===== src/rtl/dq_pkg.sv =====
// ----------------------------------------------------------------------------
// dq_pkg
// Shared types and codes for the double-ended queue: operation codes,
// status codes and the command passed from the front end to the back end.
// ----------------------------------------------------------------------------
package dq_pkg;

  localparam int DEPTH_DEF      = 16;
  localparam int DATA_WIDTH_DEF = 32;

  localparam int MODE_W   = 3;
  localparam int IO_W     = 32;
  localparam int STATUS_W = 2;

  // input mode codes
  localparam logic [MODE_W-1:0] MODE_PUSH_FRONT = 3'd0;
  localparam logic [MODE_W-1:0] MODE_PUSH_BACK  = 3'd1;
  localparam logic [MODE_W-1:0] MODE_POP_FRONT  = 3'd2;
  localparam logic [MODE_W-1:0] MODE_POP_BACK   = 3'd3;
  localparam logic [MODE_W-1:0] MODE_TRAVERSE   = 3'd4;

  // result status codes
  localparam logic [STATUS_W-1:0] ST_OK        = 2'd0;
  localparam logic [STATUS_W-1:0] ST_UNDERFLOW = 2'd1;
  localparam logic [STATUS_W-1:0] ST_OVERFLOW  = 2'd2;
  localparam logic [STATUS_W-1:0] ST_EMPTY     = 2'd3;

  // command queue between front and back
  localparam int CQ_DEPTH = 2;
  localparam int CQ_AW    = $clog2(CQ_DEPTH);

  typedef enum logic [2:0] {
    OP_PUSH_FRONT,
    OP_PUSH_BACK,
    OP_POP_FRONT,
    OP_POP_BACK,
    OP_TRAVERSE
  } op_t;

  typedef struct packed {
    op_t             op;
    logic [IO_W-1:0] data;
  } cmd_t;

endpackage


===== src/rtl/dq_ram.sv =====
// ----------------------------------------------------------------------------
// dq_ram
// Generic single-write, single-read RAM with registered read data.
// ----------------------------------------------------------------------------
module dq_ram #(
  parameter int WIDTH = 32,
  parameter int DEPTH = 16
) (
  input  logic                     clk,
  input  logic                     we,
  input  logic [$clog2(DEPTH)-1:0] waddr,
  input  logic [WIDTH-1:0]         wdata,
  input  logic                     re,
  input  logic [$clog2(DEPTH)-1:0] raddr,
  output logic [WIDTH-1:0]         rdata
);

  logic [WIDTH-1:0] mem [DEPTH];

  always_ff @(posedge clk) begin
    if (we) begin
      mem[waddr] <= wdata;
    end
    if (re) begin
      rdata <= mem[raddr];
    end
  end

endmodule


===== src/rtl/dq_front.sv =====
// ----------------------------------------------------------------------------
// dq_front
// Input side: accepts beats, decodes the mode into a command and holds it
// in a short queue for the back end. Unused mode codes are dropped.
// ----------------------------------------------------------------------------
module dq_front
  import dq_pkg::*;
(
  input  logic              clk,
  input  logic              rst,
  input  logic              s_tvalid,
  output logic              s_tready,
  input  logic [IO_W-1:0]   s_data,
  input  logic [MODE_W-1:0] s_mode,
  output logic              cmd_valid,
  input  logic              cmd_ready,
  output cmd_t              cmd
);

  cmd_t             q [CQ_DEPTH];
  logic [CQ_AW-1:0] wr_ptr;
  logic [CQ_AW-1:0] rd_ptr;
  logic [CQ_AW:0]   cnt;

  logic known;
  op_t  op_dec;
  logic push;
  logic pop;

  always_comb begin
    known  = 1'b1;
    op_dec = OP_TRAVERSE;
    unique case (s_mode)
      MODE_PUSH_FRONT: op_dec = OP_PUSH_FRONT;
      MODE_PUSH_BACK:  op_dec = OP_PUSH_BACK;
      MODE_POP_FRONT:  op_dec = OP_POP_FRONT;
      MODE_POP_BACK:   op_dec = OP_POP_BACK;
      MODE_TRAVERSE:   op_dec = OP_TRAVERSE;
      default:         known  = 1'b0;
    endcase
  end

  assign s_tready  = (cnt != (CQ_AW+1)'(CQ_DEPTH));
  assign cmd_valid = (cnt != '0);
  assign cmd       = q[rd_ptr];
  assign push      = s_tvalid && s_tready && known;
  assign pop       = cmd_valid && cmd_ready;

  always_ff @(posedge clk) begin
    if (push) begin
      q[wr_ptr] <= '{op: op_dec, data: s_data};
    end
  end

  always_ff @(posedge clk) begin
    if (rst) begin
      wr_ptr <= '0;
      rd_ptr <= '0;
      cnt    <= '0;
    end else begin
      if (push) begin
        wr_ptr <= wr_ptr + 1'b1;
      end
      if (pop) begin
        rd_ptr <= rd_ptr + 1'b1;
      end
      priority if (push && !pop) begin
        cnt <= cnt + 1'b1;
      end else if (pop && !push) begin
        cnt <= cnt - 1'b1;
      end
    end
  end

endmodule


===== src/rtl/dq_back.sv =====
// ----------------------------------------------------------------------------
// dq_back
// Execution side: keeps the front index and element count, drives the
// element RAM and loads the output register; it takes no new command while a RAM read is still to be loaded.
// ----------------------------------------------------------------------------
module dq_back
  import dq_pkg::*;
#(
  parameter int DEPTH      = DEPTH_DEF,
  parameter int DATA_WIDTH = DATA_WIDTH_DEF
) (
  input  logic                clk,
  input  logic                rst,
  input  logic                cmd_valid,
  output logic                cmd_ready,
  input  cmd_t                cmd,
  output logic                m_tvalid,
  input  logic                m_tready,
  output logic [IO_W-1:0]     m_tdata,
  output logic [STATUS_W-1:0] m_tuser,
  output logic                m_tlast
);

  localparam int AW = $clog2(DEPTH);
  localparam int CW = $clog2(DEPTH + 1);

  typedef enum logic [1:0] {
    S_IDLE = 2'b01,
    S_READ = 2'b10
  } state_t;

  state_t state, state_next;
  logic [AW-1:0] front, front_next;
  logic [CW-1:0] count, count_next;
  logic [AW-1:0] idx, idx_next;
  logic          trav, trav_next;

  logic                  we;
  logic [AW-1:0]         waddr;
  logic                  re;
  logic [AW-1:0]         raddr;
  logic [DATA_WIDTH-1:0] rdata;

  logic                out_free;
  logic                load;
  logic [IO_W-1:0]     ld_data;
  logic [STATUS_W-1:0] ld_status;
  logic                ld_last;

  logic [AW-1:0] front_dec;
  logic          is_full;
  logic          is_empty;
  logic          trav_last;

  // position front + off, wrapped once at DEPTH
  function automatic logic [AW-1:0] slot(input logic [AW-1:0] base,
                                         input logic [AW-1:0] off);
    logic [AW:0] s;
    s = {1'b0, base} + {1'b0, off};
    if (s >= (AW+1)'(DEPTH)) begin
      s = s - (AW+1)'(DEPTH);
    end
    return s[AW-1:0];
  endfunction

  assign out_free  = !m_tvalid || m_tready;
  assign front_dec = (front == '0) ? AW'(DEPTH - 1) : front - 1'b1;
  assign is_full   = (count == CW'(DEPTH));
  assign is_empty  = (count == '0);
  assign trav_last = (CW'(idx) == count - 1'b1);

  dq_ram #(
    .WIDTH (DATA_WIDTH),
    .DEPTH (DEPTH)
  ) u_ram (
    .clk   (clk),
    .we    (we),
    .waddr (waddr),
    .wdata (DATA_WIDTH'(cmd.data)),
    .re    (re),
    .raddr (raddr),
    .rdata (rdata)
  );

  always_comb begin
    state_next = state;
    front_next = front;
    count_next = count;
    idx_next   = idx;
    trav_next  = trav;
    cmd_ready  = 1'b0;
    we         = 1'b0;
    waddr      = front_dec;
    re         = 1'b0;
    raddr      = front;
    load       = 1'b0;
    ld_data    = '0;
    ld_status  = ST_OK;
    ld_last    = 1'b1;

    unique case (state)
      S_IDLE: begin
        if (cmd_valid && out_free) begin
          cmd_ready = 1'b1;
          unique case (cmd.op)
            OP_PUSH_FRONT, OP_PUSH_BACK: begin
              load = 1'b1;
              if (is_full) begin
                ld_status = ST_OVERFLOW;
              end else begin
                we         = 1'b1;
                count_next = count + 1'b1;
                if (cmd.op == OP_PUSH_FRONT) begin
                  waddr      = front_dec;
                  front_next = front_dec;
                end else begin
                  waddr = slot(front, count[AW-1:0]);
                end
              end
            end
            OP_POP_FRONT, OP_POP_BACK: begin
              if (is_empty) begin
                load      = 1'b1;
                ld_status = ST_UNDERFLOW;
              end else begin
                re         = 1'b1;
                count_next = count - 1'b1;
                trav_next  = 1'b0;
                state_next = S_READ;
                if (cmd.op == OP_POP_FRONT) begin
                  raddr      = front;
                  front_next = slot(front, AW'(1));
                end else begin
                  raddr = slot(front, AW'(count - 1'b1));
                end
              end
            end
            OP_TRAVERSE: begin
              if (is_empty) begin
                load      = 1'b1;
                ld_status = ST_EMPTY;
              end else begin
                re         = 1'b1;
                raddr      = front;
                idx_next   = '0;
                trav_next  = 1'b1;
                state_next = S_READ;
              end
            end
            default: ;
          endcase
        end
      end
      S_READ: begin
        if (out_free) begin
          load    = 1'b1;
          ld_data = IO_W'(rdata);
          ld_last = !trav || trav_last;
          if (ld_last) begin
            state_next = S_IDLE;
          end else begin
            // fetch the next element while this one goes out
            idx_next = idx + 1'b1;
            re       = 1'b1;
            raddr    = slot(front, idx + 1'b1);
          end
        end
      end
      default: state_next = S_IDLE;
    endcase
  end

  always_ff @(posedge clk) begin
    if (rst) begin
      state    <= S_IDLE;
      front    <= '0;
      count    <= '0;
      idx      <= '0;
      trav     <= 1'b0;
      m_tvalid <= 1'b0;
    end else begin
      state <= state_next;
      front <= front_next;
      count <= count_next;
      idx   <= idx_next;
      trav  <= trav_next;
      if (load) begin
        m_tvalid <= 1'b1;
      end else if (m_tready) begin
        m_tvalid <= 1'b0;
      end
    end
  end

  always_ff @(posedge clk) begin
    if (load) begin
      m_tdata <= ld_data;
      m_tuser <= ld_status;
      m_tlast <= ld_last;
    end
  end

endmodule


===== src/rtl/double_ended_queue.sv =====
// ----------------------------------------------------------------------------
// double_ended_queue
// Bounded double-ended queue in a circular RAM: push and pop at either end,
// and traverse from front to back with the final element marked.
// ----------------------------------------------------------------------------
// channel | dir | tdata            | tuser       | tlast
// s_*     | in  | data_in [31:0]   | mode [2:0]  | -
// m_*     | out | data_out [31:0]  | status[1:0] | last
//
// A push, a failed pop and an empty traverse give their result in the cycle
// after leaving the command queue; a pop goes through the registered RAM
// read, then the output register. A traverse gives one element per cycle
// from the RAM read port unless the output stalls. A two-entry command
// queue lets the input side keep accepting beats while the output register
// stalls. Reset clears the indices and count; RAM contents stay as they are.
// ----------------------------------------------------------------------------
module double_ended_queue
  import dq_pkg::*;
#(
  parameter int DEPTH      = DEPTH_DEF,
  parameter int DATA_WIDTH = DATA_WIDTH_DEF
) (
  input  logic                clk,
  input  logic                rst,
  input  logic                s_tvalid,
  output logic                s_tready,
  input  logic [IO_W-1:0]     s_tdata,   // data_in
  input  logic [MODE_W-1:0]   s_tuser,   // mode
  output logic                m_tvalid,
  input  logic                m_tready,
  output logic [IO_W-1:0]     m_tdata,   // data_out
  output logic [STATUS_W-1:0] m_tuser,   // status
  output logic                m_tlast
);

  logic cmd_valid;
  logic cmd_ready;
  cmd_t cmd;

  dq_front u_front (
    .clk       (clk),
    .rst       (rst),
    .s_tvalid  (s_tvalid),
    .s_tready  (s_tready),
    .s_data    (s_tdata),
    .s_mode    (s_tuser),
    .cmd_valid (cmd_valid),
    .cmd_ready (cmd_ready),
    .cmd       (cmd)
  );

  dq_back #(
    .DEPTH      (DEPTH),
    .DATA_WIDTH (DATA_WIDTH)
  ) u_back (
    .clk       (clk),
    .rst       (rst),
    .cmd_valid (cmd_valid),
    .cmd_ready (cmd_ready),
    .cmd       (cmd),
    .m_tvalid  (m_tvalid),
    .m_tready  (m_tready),
    .m_tdata   (m_tdata),
    .m_tuser   (m_tuser),
    .m_tlast   (m_tlast)
  );

endmodule

===== config.mk =====
export PLATFORM = sky130hd
export DESIGN_NAME = double_ended_queue
export DESIGN_NICKNAME = d
export VERILOG_FILES = /design/src/rtl/dq_pkg.sv /design/src/rtl/dq_ram.sv /design/src/rtl/dq_front.sv /design/src/rtl/dq_back.sv /design/src/rtl/double_ended_queue.sv
export SDC_FILE = /design/constraint.sdc
export NUM_CORES = 1
export LEC_CHECK = 0
export BUFFER_PORTS_ARGS = -buffer_cell sky130_fd_sc_hd__buf_2
export CORE_ASPECT_RATIO = 1.4
export CORE_UTILIZATION = 55
export DETAILED_ROUTE_END_ITERATION = 8
export PLACE_DENSITY = 0.75
export REMOVE_ABC_BUFFERS = 1
export SLEW_MARGIN = 40
export SYNTH_ARGS = -nofsm -noshare
export SYNTH_HDL_FRONTEND = slang
export SYNTH_SLANG_ARGS = --single-unit

===== constraint.sdc =====
create_clock -name clk -period 4.8 [get_ports clk]
set_input_delay 0.96 -clock clk [delete_from_list [all_inputs] [get_ports clk]]
set_output_delay 0.96 -clock clk [all_outputs]
set_load 0.01 [all_outputs]

==> metrics.txt, run 1 <==
status=finished clean; register area share after synthesis=between 70% and 80%; Max FO, Critical Path=18; cell depth of the worst flop-to-flop path=13; Via-to-Cell Ratio=around 6.0; DRC=0; max incr delay on CP=about 550 ps; # rows=94; Slew @ Worst Pin=around 740 ps; grt ovf=0; most common cell after layout, fill and taps aside=edfxtp_1; NumNets Final=1678; met1 Use GR=between 20% and 30%; DR iter-0 viols=around 1200; skew final=between 15 and 20 ps; Syn Inst Count=~1500; final period utilization=around nine tenths; Ys Warns=0; max-cap viol count=0; grt peak-use layer=met2; post-layout instance area=~0.03 mm2; maximum vdd ir drop=~0.35 mV; CP arrival=between 4000 and 5000 ps; gpl congestion=0.840; hold_buf cts=0; placed wire-length estimate=between 30 and 40 mm; RSZ-0062 raised after global routing=no; Avg WL per Cell=25.0 um; register share of total power=49.7%; fin crit period=between 4000 and 5000 ps; Setup CP Type=flip-flop to flip-flop; DIE AREA=0.0487 mm2; register-to-register setup slack=around 460 ps; total wire length=57.2 mm; die width=187 um; H-tree levels=2; Comb pwr share=17.8%; Post-synth EDFFs=~650; P_int=approximately 11000 uW; First-pass DRT Iterations=5; Fin Hold WS=~500 ps; Final Non-Filler Cells=around 2300; clock latency on the worst-skew pair=about 600 ps; pwr/cell area=~490 mW/mm2; post-layout util=a little under two thirds; vias in the first global route=between 10000 and 15000; CTS sink count=about 670; largest net degree at the start of global routing=between 60 and 70; Antenna Cells=0; CP Capture Type=flip-flop; Overall Global Routing Usage=23.7%; final hold violation count=0; die height=261 um; ys flop type=edfxtp_1; r2r endpoint=u_back.u_ram.rdata[26]; global-route wire length before repair=between 80 and 90 mm; CTS Root Cell=clkbuf_16; fmax=between 200 and 250 MHz; Final setup viols=0; Slew Viols, Final=0; DP Area=0.0279 mm2; Worst setup endpoint=u_back.u_ram.rdata[26]; Synth-to-Final Area Change=13.6%; grt met2 use=42.1%; met3 GRT Util=under 10%; Slowest-stage cell, CP=or4_1; Core Region=about 0.047 mm2; DRT antenna net count=0; Critical Path Source Type=flip-flop; worst hold path type=flip-flop to flip-flop; setup bufs post-CTS=0; most frequent cell on the critical path=ha_1; WP data required=about 5100 ps; initial antenna violation count=0; Sw Share=between 20% and 30%; CTS buffer count=58; flop and latch count out of synthesis=around 670; commonest cells after routing, fill and taps aside=edfxtp_1 (649), mux2i_1 (266), o22ai_1 (128), buf_2 (75), clkbuf_16 (58); Placed Instances=roughly 2200; hold_sp=u_back.trav; clock share of power=32.5%; vias after detailed routing=approximately 14000; post-cts resize count=0; post-synthesis instance area=approximately 0.026 mm2; Synth cell types=between 50 and 60; Mean Syn Cell Area=17.5 um2; starting density of the core=roughly 56%; Leak=0.00950 uW; CP cell instances=inv_1 -> ha_1 -> xor2_2 -> ha_1 -> a21oi_1 -> a211oi_1 -> o21ai_1 -> nor4b_1 -> a211oi_4 -> nand3_2 -> buf_4 -> o22ai_1 -> or4_1; NetSw=around 3800 uW; fill count=3281; max_slew headroom=about half; Worst R2R Start=u_back.count[0]; ys async rst share=0%; IO Port Bufs=75; clock-pin slew on the worst setup and hold paths=around 60 ps; CTS tree=built; CP startpoint=u_back.count[0]; layout cells sized above 1=between 15 and 20%; Max Buffers Root-to-Sink=3; I/O pin count=76
power by group through the flow:
stage	clock network (uW)	registers [uW]	logic, uW
5_1_grt	5040	7300	2810
4_1_cts	4810	7270	2630
6_report	4750	7270	2600
3_5_place_dp	0	7400	2610
2_1_floorplan	0	7460	2040
3_3_place_gp	0	7390	2520
Yosys cell counts (3+ instances only):
master | instances | area share [%]
buf_1 | 4 | 0.057
and3_1 | 33 | 0.79
a21o_1 | 3 | 0.086
xnor2_1 | 15 | 0.50
nor3_1 | 4 | 0.076
fa_1 | 3 | 0.23
clkbuf_1 | 22 | 0.31
a31oi_1 | 3 | 0.071
nand2_1 | 26 | 0.37
inv_1 | 22 | 0.31
nor2_1 | 50 | 0.71
o21ai_0 | 14 | 0.27
nor2b_1 | 6 | 0.14
buf_2 | 46 | 0.88
mux2_2 | 38 | 1.6
nand3_1 | 13 | 0.25
or3_1 | 3 | 0.071
o22ai_1 | 128 | 3.0
or4_1 | 32 | 0.91
and2_1 | 4 | 0.095
xor2_1 | 10 | 0.33
a21oi_1 | 17 | 0.32
nor3b_1 | 3 | 0.086
nand2b_1 | 8 | 0.19
dfxtp_1 | 22 | 1.7
mux2i_1 | 266 | 10
edfxtp_1 | 649 | 74
ha_1 | 18 | 0.86
cell type report:
cell class	count	area [um2]	area share, %
Timing Repair Buffer	133	1030	3.45
Clock buffer	68	1490	4.99
Sequential cell	671	19900	66.8
Tap cell	624	781	2.62
Inverter	22	82.6	0.277
Multi-Input combinational cell	732	6090	20.4
Clock inverter	40	449	1.50
critical path: cells and delay by family (launching register included):
family	cells	cell delay [ps]
simple gates	3	1550
compound gates	5	710
fa+ha+maj	2	660
flops	1	520
buf+inv	2	460
xor+xnor	1	180
worst min path at each step:
stage / depth (start not counted) / endpoint
after detailed placement: 1 / u_back.state[0]
after floorplan: 2 / u_back.trav
final: 2 / u_back.trav
after global placement: 2 / u_back.trav
after global routing: 1 / u_front.q[1][7]
after CTS: 2 / u_back.trav
registers in the layout, indices dropped and copies added, names as in the netlist, 4 cells and up, named ones only:
register            cells
u_back.u_ram.rdata     32
u_back.front            4
u_back.idx              4
u_front.q              70
u_back.count            5
u_back.u_ram.mem      512
u_back.m_tdata         32
stage by stage:
step           setup TNS [ps]  setup slack (ps)  total power [uW]
2_1_floorplan         -212020             -6630              9500
3_3_place_gp                0               627              9910
3_5_place_dp                0               496             10000
4_1_cts                     0               494             14700
5_1_grt                     0               260             15100
6_report                    0               464             14600
logic make-up after synthesis:
group	count (synthesis)	synth area share [%]
buffers and inverters	96	1.62
AO/OA/AOI/OAI	186	4.60
XOR/XNOR	26	0.895
adder cells (fa/ha/maj)	21	1.09
flip-flops	671	75.8
multiplexers	304	11.8
AND/OR/NAND/NOR	195	4.20
layer usage:
layer / share of wire [%] / vias to the layer above
met5: 0 / -
met4: 3.8 / 0
met3: 5.3 / 132
met2: 52 / 494
met1: 39 / 7005
li1: - / 6206
Note: power is estimated with default switching activity, not from simulation.
==> run 2, diff against run 1 <==
--- a/config.mk
+++ b/config.mk
@@ -9,7 +9,8 @@
 export CORE_ASPECT_RATIO = 1.4
 export CORE_UTILIZATION = 55
 export DETAILED_ROUTE_END_ITERATION = 8
-export PLACE_DENSITY = 0.75
+export GPL_ROUTABILITY_DRIVEN = 0
+export PLACE_DENSITY = 0.72
 export REMOVE_ABC_BUFFERS = 1
 export SLEW_MARGIN = 40
 export SYNTH_ARGS = -nofsm -noshare
==> constraint.sdc (replaced) <==
create_clock -name clk -period 5.23 [get_ports clk]
set_input_delay 1.046 -clock clk [delete_from_list [all_inputs] [get_ports clk]]
set_output_delay 1.046 -clock clk [all_outputs]
set_load 0.1 [all_outputs]
==> run 2 against run 1 <==
Clock power fell by 12%. Worst setup slack better by 520 ps. Sequential power shrank 8.0%. Core utilization fell by 0.38 points. Wire length down 1.1%. Clock-buffer cell count grew 1. First-iteration DRC count shrank 11%. Flip-flop and latch count unchanged. Final cell count shrank 0.70%. Non-clock buffer count decreased by 8. Critical path type unchanged. Critical endpoint is now u_back.u_ram.rdata[30]. Largest cell class unchanged.
==> metrics.txt, run 2 (synthesis results as in run 1) <==
CTS sink count=~670; cell depth of the worst flop-to-flop path=14; initial antenna violation count=2; DIE AREA=~0.05 mm2; NumNets Final=approximately 1700; CP arrival=around 4600 ps; status=finished clean; Critical Path Source Type=flip-flop; DR iter-0 viols=around 1100; layout cells sized above 1=about 16%; placed wire-length estimate=~34 mm; commonest cells after routing, fill and taps aside=edfxtp_1 (649), mux2i_1 (266), o22ai_1 (128), buf_2 (75), clkbuf_16 (60); post-route setup slack=984 ps; CTS tree=built; r2r endpoint=u_back.u_ram.rdata[30]; sequential cell area=approximately 0.02 mm2; die width=roughly 190 um; clock-pin slew on the worst setup and hold paths=60 ps; hold endpoint=u_back.state[0]; Synth-to-Final Area Change=12.9%; First-pass DRT Iterations=5; fmax=236 MHz; IO Port Bufs=between 70 and 80; Max Buffers Root-to-Sink=3; skew final=roughly 15 ps; CP Capture Type=flip-flop; vias after detailed routing=~14000; Setup WS pre-CTS=around 820 ps; DRT antenna net count=0; final period utilization=roughly four fifths; pwr/cell area=465 mW/mm2; multi-input logic area=0.00609 mm2; CTS buffer count=60; setup bufs post-CTS=0; # rows=94; Final setup viols=0; Via-to-Cell Ratio=6.02; Overall Global Routing Usage=23.3%; worst hold path type=flip-flop to flip-flop; Avg WL per Cell=24.9 um; Slew @ Worst Pin=approximately 830 ps; I/O pin count=76; maximum vdd ir drop=about 0.38 mV; total wire length=~57 mm; overall power=13800 uW; starting density of the core=a little under three fifths; RSZ-0062 raised after global routing=no; H-tree levels=2; DRC=0; grt ovf=0; Post-Route Setup TNS=0 ps; WP data required=around 5600 ps; hold_buf cts=0; most common cell after layout, fill and taps aside=edfxtp_1; vias in the first global route=between 10000 and 15000; Leak=~0.0094 uW; die height=around 260 um; max-cap viol count=0; CTS Root Cell=clkbuf_16; Fin Hold WS=511 ps; Slew Viols, Final=0; Setup CP Type=flip-flop to flip-flop; Largest register FFs=512; final hold violation count=0; clock latency on the worst-skew pair=~600 ps; register-to-register setup slack=slightly below 1000 ps; Most flops, register=u_back.u_ram.mem; Largest regs=u_back.u_ram.mem: 512 flops, u_front.q: 70 flops; Core Region=around 0.047 mm2; Antenna Cells=0; fin crit period=between 4000 and 5000 ps; Worst R2R Start=u_back.count[0]; post-layout util=between 60% and 70%; global-route wire length before repair=around 85 mm; max_slew headroom=around 44%; post-cts resize count=0; Max FO, Critical Path=32; hold_sp=u_back.state[0]; largest net degree at the start of global routing=68; hold path cells=1; fill count=3328
## run 2: routing by layer
metal / GRT usage (%) / part of all wire, %
met5: 0 / 0.023
met4: 8.42 / 3.1
met3: 3.00 / 5.0
met2: 41.1 / 52
met1: 29.8 / 40
## run 2: critical path, stage by stage (launching register included)
cell and delay (ps):
dfxtp_1 530, inv_1 120, ha_1 290, xor2_2 180, ha_1 370, a21oi_1 90, a211oi_1 230, o21ai_1 130
a21oi_1 170, nor2b_1 80, a211oi_4 360, nand2b_1 180, buf_4 480, o22ai_1 200, or4_1 560
## run 2: cell type report
type                            instances  area share [%]
Timing Repair Buffer                  125            3.25
Multi-Input combinational cell        732            20.5
Sequential cell                       671            67.2
Clock inverter                         31           0.982
Clock buffer                           69            5.17
Tap cell                              624            2.63
Inverter                               22           0.278
## run 2: report_power, final
group	internal (uW)	leakage (uW)	switching (uW)	total [uW]
Combinational	815	0.00247	2130	2940
Clock	2330	0.000884	1840	4170
Sequential	6570	0.00604	121	6690
Total	9720	0.00939	4090	13800
## run 2: how the worst max path moves through the flow
stage                          startpoint                       to  slack [ps]  depth (start not counted)
after floorplan                  m_tready    u_back.u_ram.rdata[0]       -6230                          9
after global placement           m_tready  u_back.u_ram.mem[7][29]         920                         11
after detailed placement         m_tready   u_back.u_ram.mem[7][9]         820                         11
after CTS                       flip-flop  u_back.u_ram.mem[7][29]        1000                          8
after global routing      u_back.count[0]    u_back.u_ram.rdata[5]         720                         13
final                     u_back.count[0]   u_back.u_ram.rdata[30]         980                         14
## run 2: stage by stage
stage          area, um2  cells
2_1_floorplan      25900   1425
3_3_place_gp       27900   2174
3_5_place_dp       27900   2174
4_1_cts            29700   2274
5_1_grt            29700   2274
6_report           29700   2274
==> run 3, diff against run 2 <==
--- a/config.mk
+++ b/config.mk
@@ -10,7 +10,7 @@
 export CORE_UTILIZATION = 55
 export DETAILED_ROUTE_END_ITERATION = 8
 export GPL_ROUTABILITY_DRIVEN = 0
-export PLACE_DENSITY = 0.72
+export PLACE_DENSITY = 0.75
 export REMOVE_ABC_BUFFERS = 1
 export SLEW_MARGIN = 40
 export SYNTH_ARGS = -nofsm -noshare
==> constraint.sdc (replaced) <==
create_clock -name clk -period 3.9 [get_ports clk]
set_input_delay 0.78 -clock clk [delete_from_list [all_inputs] [get_ports clk]]
set_output_delay 0.78 -clock clk [all_outputs]
set_load 0.1 [all_outputs]
==> run 3 against run 2 <==
Clock skew grew 4.5 ps. Total power is 35% higher. Maximum frequency is 15% higher. Clock-buffer cell count increased by 6. Final cell count increased by 1.6%. Non-clock buffer count grew 28. Wire length increased by 1.9%. Largest power group unchanged.
==> metrics.txt, run 3 (synthesis results as in run 1) <==
Overall Global Routing Usage=about a quarter; CP Depth=12; Via-to-Cell Ratio=roughly 6.1; total wire length=roughly 58 mm; hold path cells=1; most common cell after layout, fill and taps aside=edfxtp_1; Leak=about 0.0096 uW; CTS Root Cell=clkbuf_16; CP cell instances=ha_1 -> inv_1 -> fa_1 -> xnor2_1 -> nand4_1 -> o21ai_0 -> a221o_1 -> nor2b_1 -> nand2_1 -> buf_4 -> o22ai_1 -> or4_1; DRC=0; fill count=around 3300; DP Area=between 0.02 and 0.03 mm2; commonest cells after routing, fill and taps aside=edfxtp_1 (649), mux2i_1 (266), o22ai_1 (128), buf_2 (75), clkbuf_16 (58); vias in the first global route=roughly 14000; WP buf/inv=2; CTS buffer count=between 50 and 60; Post-Route Setup TNS=0 ps; layout cells sized above 1=between 10% and 20%; skew final=between 15 and 20 ps; clock-pin slew on the worst setup and hold paths=60 ps; pwr/cell area=622 mW/mm2; Largest register FFs=slightly above 500; Setup CP Type=flip-flop to flip-flop; vias after detailed routing=14000; uppermost layer routed=met4; Largest regs=u_back.u_ram.mem: 512 flops, u_front.q: 70 flops; NumNets Final=1697; I/O pin count=between 70 and 80; Antenna Cells=0; max-cap viol count=0; CTS tree=built; metal3 WL=between 3 and 4 mm; r2r endpoint=u_back.u_ram.rdata[7]; worst hold path type=input pin to flip-flop; Final setup viols=0; H-tree levels=2; cell depth of the worst flop-to-flop path=12; fin crit period=3680 ps; clock latency on the worst-skew pair=between 600 and 700 ps; Slowest-stage cell, CP=dfxtp_1; Core Region=0.0470 mm2; Avg WL per Cell=about 25 um; CP arrival=a little over 4000 ps; final hold violation count=0; DRT antenna net count=0; hold_sp=s_tdata[20]; starting density of the core=a little under three fifths; global-route wire length before repair=85.7 mm; CTS sink count=671; Slew @ Worst Pin=~700 ps; DR iter-0 viols=about 1300; post-layout instance area=0.0300 mm2; die height=approximately 260 um; Post-Route M1 WL=~22 mm; Slew Viols, Final=0; DIE AREA=between 0.04 and 0.05 mm2; hold_buf cts=0; placed wire-length estimate=approximately 33 mm; First-pass DRT Iterations=5; max incr delay on CP=590 ps; CP top delay family=simple AND/OR/NAND/NOR gates; grt ovf=0; maximum vdd ir drop=about 0.38 mV; RSZ-0062 raised after global routing=no; WP data required=between 4000 and 5000 ps; Synth-to-Final Area Change=14.3%; initial antenna violation count=0; CP Capture Type=flip-flop; Critical Path Source Type=flip-flop; hold endpoint=u_front.q[0][20]; fmax=around 270 MHz; Most flops, register=u_back.u_ram.mem; # rows=94; register-to-register setup slack=around 220 ps; Max Buffers Root-to-Sink=3; IO Port Bufs=between 70 and 80; Max FO, Critical Path=20; Worst R2R Start=u_back.front[0]; max_slew headroom=between 50% and 60%; final period utilization=about 94%; die width=187 um; met2 WL=about 30 mm; post-layout util=between 60% and 70%; largest net degree at the start of global routing=65; status=finished clean
[run 3: layer usage]
layer	global-route usage (%)	up-vias
li1	-	6239
met1	29.2	7167
met2	42.7	526
met3	3.13	114
met4	8.79	0
met5	0	-
[run 3: cell type report]
class / instances / area, um2 / share of cell area [%]
Sequential cell: 671 / 19900 / 66.3
Multi-Input combinational cell: 732 / 6100 / 20.3
Clock buffer: 75 / 1520 / 5.04
Timing Repair Buffer: 153 / 1290 / 4.28
Tap cell: 624 / 781 / 2.60
Clock inverter: 33 / 342 / 1.14
Inverter: 22 / 82.6 / 0.275
[run 3: worst max-delay path by stage]
| stage | start | end | slack [ps] |
|---|---|---|---|
| after floorplan | flip-flop | u_back.u_ram.rdata[0] | -7530 |
| after global placement | m_tready | u_back.u_ram.rdata[27] | 270 |
| after detailed placement | m_tready | u_back.u_ram.rdata[9] | 200 |
| after CTS | u_back.count[0] | u_back.u_ram.rdata[7] | 190 |
| after global routing | u_back.idx[0] | u_back.u_ram.rdata[30] | 10 |
| final | u_back.front[0] | u_back.u_ram.rdata[7] | 220 |
[run 3: power breakdown]
group / switching [uW] / internal [uW] / leakage, uW / total, uW
clock: 2490 / 3150 / 0.000892 / 5640
combinational: 2930 / 1180 / 0.00265 / 4110
sequential: 128 / 8810 / 0.00604 / 8940
[run 3: per-stage QoR]
stage / setup slack [ps] / hold WS [ps] / power (uW) / std cells
6_report: 217 / 357 / 18700 / 2310
5_1_grt: 13.4 / 338 / 19300 / 2310
4_1_cts: 194 / 337 / 18800 / 2308
3_5_place_dp: 198 / 493 / 13200 / 2200
3_3_place_gp: 269 / 478 / 13000 / 2200
2_1_floorplan: -7530 / 455 / 12500 / 1425
[run 3: worst register-to-register path: stages, from the launching register on]
cell     delay, ps
dfxtp_1        590
ha_1           300
inv_1           70
fa_1           400
xnor2_1        140
nand4_1         90
o21ai_0        100
a221o_1        380
nor2b_1        180
nand2_1        110
buf_4          350
o22ai_1        150
or4_1          560
[run 3: timing repair]
action                     4_1_cts  5_1_grt
buffers inserted                 0        2
gates resized for setup          0        2
setup endpoints to repair        0        9
